## config.mk

```make
export PLATFORM = sky130hd
export DESIGN_NAME = command_line_argument_splitter
export DESIGN_NICKNAME = d
export VERILOG_FILES = /design/src/rtl/core/clas_pkg.sv /design/src/rtl/core/clas_front.sv /design/src/rtl/core/clas_queue.sv /design/src/rtl/core/clas_back.sv /design/src/rtl/core/command_line_argument_splitter.sv
export SDC_FILE = /design/constraint.sdc
export NUM_CORES = 1
export LEC_CHECK = 0
export BUFFER_PORTS_ARGS = -buffer_cell sky130_fd_sc_hd__buf_2
export CORE_ASPECT_RATIO = 1.2
export CORE_MARGIN = 4
export CORE_UTILIZATION = 43
export CTS_BUF_LIST = sky130_fd_sc_hd__clkbuf_16
export DETAILED_ROUTE_END_ITERATION = 10
export PLACE_DENSITY = 0.72
export SYNTH_ARGS = -nofsm -noshare
export SYNTH_HDL_FRONTEND = slang
export SYNTH_SLANG_ARGS = --single-unit
```

## constraint.sdc

```tcl
create_clock -name clk -period 2.85 [get_ports clk]
set_input_delay 0.1425 -clock clk [delete_from_list [all_inputs] [get_ports clk]]
set_output_delay 0.1425 -clock clk [all_outputs]
set_load 0.01 [all_outputs]
```

## src/rtl/core/clas_pkg.sv

```systemverilog
// shared types and constants for the command line argument splitter
package clas_pkg;

    // byte classes handed from the front to the back
    typedef enum logic [2:0] {
        CLS_OTHER,
        CLS_BLANK,
        CLS_BSLASH,
        CLS_DQUOTE,
        CLS_SQUOTE,
        CLS_END
    } cls_t;

    // one classified word in the queue
    typedef struct packed {
        cls_t       cls;
        logic [7:0] ch;
    } word_t;

    localparam logic [7:0] CH_BSLASH = 8'h5C;
    localparam logic [7:0] CH_DQUOTE = 8'h22;
    localparam logic [7:0] CH_SQUOTE = 8'h27;
    localparam logic [7:0] CH_SPACE  = 8'h20;
    localparam logic [7:0] CH_TAB    = 8'h09;
    localparam logic [7:0] CH_CR     = 8'h0D;

    // widths of the result fields
    localparam int FIELD_BITS = 16;

    // depth of the queue between front and back
    localparam int QUEUE_DEPTH = 4;

endpackage

```

## src/rtl/core/clas_front.sv

```systemverilog
// front stage: accepts input words and classifies each byte
module clas_front (
    input  logic           clk,
    input  logic           rst_n,
    input  logic [7:0]     char_in,
    input  logic           end_of_text,
    input  logic           in_valid,
    output logic           in_stall,
    output clas_pkg::word_t q_word,
    output logic           q_valid,
    input  logic           q_stall
);
    import clas_pkg::*;

    logic  vld_reg;
    logic  vld_next;
    word_t word_reg;
    word_t word_next;

    // hold while a classified word waits on a full queue
    assign in_stall = vld_reg && q_stall;

    // classify the incoming byte
    always_comb
    begin
        word_next.ch = char_in;
        if (end_of_text)
        begin
            word_next.cls = CLS_END;
        end
        else if (char_in == CH_SPACE || char_in inside {[CH_TAB:CH_CR]})
        begin
            word_next.cls = CLS_BLANK;
        end
        else if (char_in == CH_BSLASH)
        begin
            word_next.cls = CLS_BSLASH;
        end
        else if (char_in == CH_DQUOTE)
        begin
            word_next.cls = CLS_DQUOTE;
        end
        else if (char_in == CH_SQUOTE)
        begin
            word_next.cls = CLS_SQUOTE;
        end
        else
        begin
            word_next.cls = CLS_OTHER;
        end
    end

    assign vld_next = in_stall ? vld_reg : in_valid;

    // valid flag
    always_ff @(posedge clk or negedge rst_n)
    begin
        if (!rst_n)
        begin
            vld_reg <= 1'b0;
        end
        else
        begin
            vld_reg <= vld_next;
        end
    end

    // classified word register
    always_ff @(posedge clk)
    begin
        if (in_valid && !in_stall)
        begin
            word_reg <= word_next;
        end
    end

    assign q_word  = word_reg;
    assign q_valid = vld_reg;

endmodule

```

## src/rtl/core/clas_queue.sv

```systemverilog
// short first-word-fall-through queue between front and back
module clas_queue (
    input  logic            clk,
    input  logic            rst_n,
    input  clas_pkg::word_t push_word,
    input  logic            push_valid,
    output logic            push_stall,
    output clas_pkg::word_t pop_word,
    output logic            pop_valid,
    input  logic            pop_stall
);
    import clas_pkg::*;

    localparam int PW = $clog2(QUEUE_DEPTH);
    localparam int CW = $clog2(QUEUE_DEPTH + 1);
    localparam logic [CW-1:0] FULL_COUNT = CW'(QUEUE_DEPTH);

    word_t         mem [QUEUE_DEPTH];
    logic [PW-1:0] wr_ptr_reg;
    logic [PW-1:0] wr_ptr_next;
    logic [PW-1:0] rd_ptr_reg;
    logic [PW-1:0] rd_ptr_next;
    logic [CW-1:0] cnt_reg;
    logic [CW-1:0] cnt_next;
    logic          push;
    logic          pop;

    assign push_stall = (cnt_reg == FULL_COUNT);
    assign pop_valid  = (cnt_reg != '0);
    assign push       = push_valid && !push_stall;
    assign pop        = pop_valid && !pop_stall;
    assign pop_word   = mem[rd_ptr_reg];

    // pointer and fill count update
    always_comb
    begin
        wr_ptr_next = push ? wr_ptr_reg + PW'(1) : wr_ptr_reg;
        rd_ptr_next = pop  ? rd_ptr_reg + PW'(1) : rd_ptr_reg;
        cnt_next    = cnt_reg;
        if (push && !pop)
        begin
            cnt_next = cnt_reg + CW'(1);
        end
        else if (pop && !push)
        begin
            cnt_next = cnt_reg - CW'(1);
        end
    end

    always_ff @(posedge clk or negedge rst_n)
    begin
        if (!rst_n)
        begin
            wr_ptr_reg <= '0;
            rd_ptr_reg <= '0;
            cnt_reg    <= '0;
        end
        else
        begin
            wr_ptr_reg <= wr_ptr_next;
            rd_ptr_reg <= rd_ptr_next;
            cnt_reg    <= cnt_next;
        end
    end

    // storage
    always_ff @(posedge clk)
    begin
        if (push)
        begin
            mem[wr_ptr_reg] <= push_word;
        end
    end

    a_cnt_bound: assert property (@(posedge clk) disable iff (!rst_n)
        cnt_reg <= FULL_COUNT)
        else $error("queue fill count above depth");

    a_cnt_up: assert property (@(posedge clk) disable iff (!rst_n)
        (push && !pop) |=> cnt_reg == $past(cnt_reg) + CW'(1))
        else $error("queue count missed a push");

    a_ptr_track: assert property (@(posedge clk) disable iff (!rst_n)
        (cnt_reg == '0 || cnt_reg == FULL_COUNT) |-> wr_ptr_reg == rd_ptr_reg)
        else $error("queue pointers disagree with fill count");

endmodule

```

## src/rtl/core/clas_back.sv

```systemverilog
// back stage: quote and backslash state machine with output register
module clas_back #(
    parameter int SLASH_COUNT_BITS = 16,
    parameter int ARG_COUNT_BITS   = 16
) (
    input  logic            clk,
    input  logic            rst_n,
    input  clas_pkg::word_t q_word,
    input  logic            q_valid,
    output logic            q_stall,
    output logic [15:0]     backslash_repeat,
    output logic [7:0]      char_out,
    output logic            char_valid,
    output logic            arg_begin,
    output logic            arg_end,
    output logic            line_done,
    output logic            parse_error,
    output logic [15:0]     arg_total,
    output logic            out_valid,
    input  logic            out_stall
);
    import clas_pkg::*;

    localparam int SW = (SLASH_COUNT_BITS >= FIELD_BITS) ? FIELD_BITS : SLASH_COUNT_BITS;
    localparam int AW = (ARG_COUNT_BITS >= FIELD_BITS) ? FIELD_BITS : ARG_COUNT_BITS;

    typedef enum logic [1:0] {
        QM_NONE,
        QM_DOUBLE,
        QM_SINGLE
    } qmode_t;

    // line state
    qmode_t          qm_reg;
    qmode_t          qm_next;
    logic            ins_reg;
    logic            ins_next;
    logic [SW-1:0]   pend_reg;
    logic [SW-1:0]   pend_next;
    logic [AW-1:0]   cnt_reg;
    logic [AW-1:0]   cnt_next;
    logic            ovf_reg;
    logic            ovf_next;

    // output word
    logic            out_vld_reg;
    logic [15:0]     rep_reg;
    logic [15:0]     rep_next;
    logic [7:0]      ch_reg;
    logic [7:0]      ch_next;
    logic            cv_reg;
    logic            cv_next;
    logic            beg_reg;
    logic            beg_next;
    logic            end_reg;
    logic            end_next;
    logic            done_reg;
    logic            done_next;
    logic            err_reg;
    logic            err_next;
    logic [15:0]     tot_reg;
    logic [15:0]     tot_next;

    logic            take;
    logic            literal;
    qmode_t          kind;

    // a held result blocks the queue only while it is stalled
    assign q_stall = out_vld_reg && out_stall;
    assign take    = q_valid && !q_stall;

    // one byte of parsing
    always_comb
    begin
        qm_next   = qm_reg;
        ins_next  = ins_reg;
        pend_next = pend_reg;
        cnt_next  = cnt_reg;
        ovf_next  = ovf_reg;
        rep_next  = '0;
        ch_next   = '0;
        cv_next   = 1'b0;
        beg_next  = 1'b0;
        end_next  = 1'b0;
        done_next = 1'b0;
        err_next  = 1'b0;
        tot_next  = '0;
        literal   = 1'b0;
        kind      = (q_word.cls == CLS_DQUOTE) ? QM_DOUBLE : QM_SINGLE;

        if (q_word.cls == CLS_END)
        begin
            // end of line: report and return to reset state
            err_next  = ovf_reg || (qm_reg != QM_NONE);
            tot_next  = err_next ? '0 : 16'(cnt_reg);
            rep_next  = 16'(pend_reg);
            end_next  = ins_reg;
            done_next = 1'b1;
            qm_next   = QM_NONE;
            ins_next  = 1'b0;
            pend_next = '0;
            cnt_next  = '0;
            ovf_next  = 1'b0;
        end
        else if (!ins_reg && q_word.cls == CLS_BLANK)
        begin
            // whitespace between arguments gives an empty result
        end
        else
        begin
            // open an argument
            if (!ins_reg)
            begin
                beg_next = 1'b1;
                ins_next = 1'b1;
                if (&cnt_reg)
                begin
                    ovf_next = 1'b1;
                end
                else
                begin
                    cnt_next = cnt_reg + AW'(1);
                end
            end

            if (q_word.cls == CLS_BSLASH && qm_reg != QM_SINGLE)
            begin
                // extend the backslash run
                if (&pend_reg)
                begin
                    ovf_next = 1'b1;
                end
                else
                begin
                    pend_next = pend_reg + SW'(1);
                end
            end
            else
            begin
                pend_next = '0;
                rep_next  = 16'(pend_reg);
                if (q_word.cls == CLS_DQUOTE && pend_reg != '0)
                begin
                    rep_next = 16'(pend_reg >> 1);
                    literal  = pend_reg[0];
                end

                if (literal)
                begin
                    cv_next = 1'b1;
                    ch_next = q_word.ch;
                end
                else if (qm_reg == QM_NONE && q_word.cls == CLS_BLANK)
                begin
                    ins_next = 1'b0;
                    end_next = 1'b1;
                end
                else if ((q_word.cls == CLS_DQUOTE || q_word.cls == CLS_SQUOTE)
                         && (qm_reg == QM_NONE || qm_reg == kind))
                begin
                    // quote opens or closes and is dropped
                    qm_next = (qm_reg == QM_NONE) ? kind : QM_NONE;
                end
                else
                begin
                    cv_next = 1'b1;
                    ch_next = q_word.ch;
                end
            end
        end
    end

    // line state and output valid
    always_ff @(posedge clk or negedge rst_n)
    begin
        if (!rst_n)
        begin
            qm_reg      <= QM_NONE;
            ins_reg     <= 1'b0;
            pend_reg    <= '0;
            cnt_reg     <= '0;
            ovf_reg     <= 1'b0;
            out_vld_reg <= 1'b0;
        end
        else
        begin
            if (take)
            begin
                qm_reg   <= qm_next;
                ins_reg  <= ins_next;
                pend_reg <= pend_next;
                cnt_reg  <= cnt_next;
                ovf_reg  <= ovf_next;
            end
            if (!q_stall)
            begin
                out_vld_reg <= q_valid;
            end
        end
    end

    // output payload
    always_ff @(posedge clk)
    begin
        if (take)
        begin
            rep_reg  <= rep_next;
            ch_reg   <= ch_next;
            cv_reg   <= cv_next;
            beg_reg  <= beg_next;
            end_reg  <= end_next;
            done_reg <= done_next;
            err_reg  <= err_next;
            tot_reg  <= tot_next;
        end
    end

    assign backslash_repeat = rep_reg;
    assign char_out         = ch_reg;
    assign char_valid       = cv_reg;
    assign arg_begin        = beg_reg;
    assign arg_end          = end_reg;
    assign line_done        = done_reg;
    assign parse_error      = err_reg;
    assign arg_total        = tot_reg;
    assign out_valid        = out_vld_reg;

    a_err_total: assert property (@(posedge clk) disable iff (!rst_n)
        (out_vld_reg && err_reg) |-> (done_reg && tot_reg == '0))
        else $error("error word carries an argument total");

    a_done_clean: assert property (@(posedge clk) disable iff (!rst_n)
        (take && q_word.cls == CLS_END) |=>
            (qm_reg == QM_NONE && !ins_reg && pend_reg == '0 && cnt_reg == '0 && !ovf_reg))
        else $error("line state not cleared after end of text");

    a_take_out: assert property (@(posedge clk) disable iff (!rst_n)
        take |=> out_vld_reg)
        else $error("taken word produced no result");

endmodule

```

## src/rtl/core/command_line_argument_splitter.sv

```systemverilog
// Command line argument splitter: one byte word in, one result word out. A byte
// first goes through the classifying front register, then a four-word queue, then
// the parse state machine in the back, which registers the result. Sustained rate
// is one byte per clock while the output is not stalled. Either side may stall on
// its own: the queue absorbs up to four words while the output is held. Counters
// saturate at 2^bits-1 (at most 65535); an overflow or an open quote makes the
// end-of-text result report parse_error with arg_total zero.
module command_line_argument_splitter #(
    parameter int SLASH_COUNT_BITS = 16,
    parameter int ARG_COUNT_BITS   = 16
) (
    input  logic        clk,
    input  logic        rst_n,
    input  logic [7:0]  char_in,
    input  logic        end_of_text,
    input  logic        in_valid,
    output logic        in_stall,
    output logic [15:0] backslash_repeat,
    output logic [7:0]  char_out,
    output logic        char_valid,
    output logic        arg_begin,
    output logic        arg_end,
    output logic        line_done,
    output logic        parse_error,
    output logic [15:0] arg_total,
    output logic        out_valid,
    input  logic        out_stall
);
    import clas_pkg::*;

    word_t f_word;
    logic  f_valid;
    logic  f_stall;
    word_t b_word;
    logic  b_valid;
    logic  b_stall;

    // classify
    clas_front u_front (
        .clk         (clk),
        .rst_n       (rst_n),
        .char_in     (char_in),
        .end_of_text (end_of_text),
        .in_valid    (in_valid),
        .in_stall    (in_stall),
        .q_word      (f_word),
        .q_valid     (f_valid),
        .q_stall     (f_stall)
    );

    // decouple
    clas_queue u_queue (
        .clk        (clk),
        .rst_n      (rst_n),
        .push_word  (f_word),
        .push_valid (f_valid),
        .push_stall (f_stall),
        .pop_word   (b_word),
        .pop_valid  (b_valid),
        .pop_stall  (b_stall)
    );

    // parse
    clas_back #(
        .SLASH_COUNT_BITS (SLASH_COUNT_BITS),
        .ARG_COUNT_BITS   (ARG_COUNT_BITS)
    ) u_back (
        .clk              (clk),
        .rst_n            (rst_n),
        .q_word           (b_word),
        .q_valid          (b_valid),
        .q_stall          (b_stall),
        .backslash_repeat (backslash_repeat),
        .char_out         (char_out),
        .char_valid       (char_valid),
        .arg_begin        (arg_begin),
        .arg_end          (arg_end),
        .line_done        (line_done),
        .parse_error      (parse_error),
        .arg_total        (arg_total),
        .out_valid        (out_valid),
        .out_stall        (out_stall)
    );

endmodule

```

==> results.cfg <==
[run_status]
outcome = finished clean

[routing]
dr.first_iter.drc_count = 296
routed_via_density = 5.533
route.detailed.drc = 0
ant_nets = 0
dr.pass1.iters = 6
wirelength_um = 13330
vias = 4454
detail_route.wl_per_cell_um = 16.56

[place]
place.gp.congestion = 0.8645
detailed_place_hpwl_um = 8999
io_buffers = 59

[worst_setup_path]
end_kind = flop
critPathArrivalTime_ns = 2.93
worstRegToRegCells = 6
crit_type = flop to flop
crit_fanout = 25
required_ns = 3.20
start_kind = flop

[synthesis]
synth_edf_count = 100
syn_nets = 531
netlist.area_leader.share_pct = 44.60
yosys-top-cells-area = edfxtp_1 (45%), dfrtp_1 (17%), mux4_2 (4.3%)
synth_cell_types = 66
ys_seq_elements = 145
yosys_warnings = 0
synthArstFlopShare_pct = 31.03
synthCells = 509
ys_seq_area_share_pct = 61.33
syn_area_mm2 = 0.006733
yosys.area.top_type = edfxtp_1
synth_top_flop_cell = edfxtp_1
syn_avg_cell_area_um2 = 13.23

[timing]
hold_ws_ns = 0.4487
relSlewSlack_pct = 29.13
max_freq_mhz = 387.5
rsz0062_at_grt = false
setup_viol = 0
worst_pin_slew_ns = 1.063
finalHoldViolations = 0
drv_slew = 0
fin_tns_setup_ns = 0
fin_crit_sh_pct = 90.55
period_needed_ns = 2.581
clock_skew_ns = 0.01117

[cts]
clockRootBuffer = clkbuf_16
cts_tree = done
clk_latency_ns = 0.43
clk_pin_slew_ns = 0.07
cts_buffers = 17
clock_path_buffers = 2
post-cts-setup-buffers = 0
cts_max_level = 4
clock-sinks = 145

[grt]
grt-ovfl-total = 0
grt_pass1_vias = 4569
antenna_found_initial = 0
grt_pass1_wl_um = 22530
groute.usage.overall_pct = 15.98
grt_max_degree = 46

[final_layout]
final_cell_mix = edfxtp_1 (100), buf_2 (59), dfrtp_1 (44), nand2_1 (32), nand2b_1 (24)
largest-register = u_queue.mem
drive_above_1_share_pct = 22.30
largest_register_ffs = 44
fillers = 1328
nets = 610
synthToLayoutAreaGrowth_pct = 18.73
antenna_cells = 0
layout_commonest_cell = edfxtp_1

[power_and_ir_drop]
p_total_w = 0.007789
power_density_mw_per_mm2 = 974.4
leakage_nw = 3.104
ir_drop_uv = 557.4

[die]
core.rowCount = 49
core_region_area_mm2 = 0.01520
die_area_mm2 = 0.01773
die_w_um = 122.2
initial_core_util_pct = 44.28
fp.dieH_um = 145.1
ios = 60

[worst_hold_path]
hold_path_class = primary input to async pin

[flow_run]
cap_viol_max_count = 0
[worst paths after layout]
check	from	to	slack (ns)
setup / recovery	u_queue.rd_ptr_reg[0]	u_back.pend_reg[7]	0.27
min in group clk	char_in[4]	u_front.q_word[4]	0.45
hold / removal	rst_n	u_queue.wr_ptr_reg[1]	0.45
hold reg to reg	u_back.out_valid	u_back.out_valid	0.49
max in group asynchronous	rst_n	u_queue.rd_ptr_reg[0]	1.67
setup reg to reg	u_queue.rd_ptr_reg[0]	u_back.pend_reg[7]	0.27
[synth_stat cells (all sizes together) (2+ instances only)]
cell	n
edfxtp	100
dfrtp	45
nand2	34
nand2b	24
a21oi	23
and3	21
inv	18
a22o	16
mux2i	16
clkbuf	14
nand3	14
nor2	14
mux4	13
o21ai	13
buf	12
nand4	12
and2	11
nor3b	9
o31ai	9
ha	8
nor3	8
or4	7
nor2b	6
a211oi	5
nor4	5
a21boi	4
xnor2	4
a21o	3
mux2	3
nor4b	3
o211ai	3
o21bai	3
or4b	3
a31oi	2
a41oi	2
and4	2
and4b	2
nand4bb	2
o22ai	2
xor2	2
[routing by layer]
layer	vias to the layer above	share of wire, %	track usage [%]
met5	-	0	0
met4	0	2.0	5.882
met3	30	4.5	3.270
met2	121	55	28.67
met1	2195	39	18.63
li1	2108	-	-
[cell type report]
| class | instances | area [um^2] | share of cell area [%] |
|---|---|---|---|
| flip-flops and latches | 145 | 4130 | 51.67 |
| well taps | 204 | 255.2 | 3.193 |
| clock inverters | 15 | 206.4 | 2.583 |
| inverters | 18 | 67.56 | 0.8452 |
| multi-input cells | 320 | 2381 | 29.79 |
| repair buffers | 86 | 528.0 | 6.605 |
| clock buffers | 17 | 425.4 | 5.322 |
[critical path, cell delays in order (launching register included)]
cell and delay [ns]:
dfrtp_2 0.46, mux4_2 0.63, or4b_4 0.65, nand2_4 0.18
buf_4 0.27, nor2_1 0.16, a21oi_1 0.15
[per-stage QoR]
step / worst slack [ns] / instances / instance area [um^2] / utilization, %
2_1_floorplan: 0.4144 / 509 / 6734 / -
3_3_place_gp: 0.2682 / 761 / 7241 / 47.62
3_5_place_dp: 0.1933 / 761 / 7241 / 47.62
4_1_cts: 0.1812 / 805 / 7993 / 52.57
5_1_grt: 0.09568 / 805 / 7994 / 52.58
6_report: 0.2692 / 805 / 7994 / 52.58
[repair_timing]
item	in CTS	in global routing
endpoints found under the setup margin	0	1
resized for setup	0	1
hold buffers	12	0
endpoints found under the hold margin	56	0
[cell families (layout without fill, tap and decap cells)]
group           Yosys count  in the layout  share of synthesized area [%]
mux                      32             32                          7.229
xor+xnor                  6              6                         0.7805
flops                   145            145                          61.33
simple gates            182            182                          16.06
compound gates           91             91                          9.515
buf+inv                  44            136                          3.308
fa+ha+maj                 9              9                          1.784
[power by group]
group / internal, W / switching [W] / leakage (nW) / total [W]
clock: 0.00120 / 0.00106 / 0.301 / 0.00226
sequential: 0.00289 / 0.000281 / 1.57 / 0.00317
combinational: 0.000945 / 0.00141 / 1.24 / 0.00235
total: 0.00504 / 0.00275 / 3.10 / 0.00779
(Power assumes the default switching activity.)
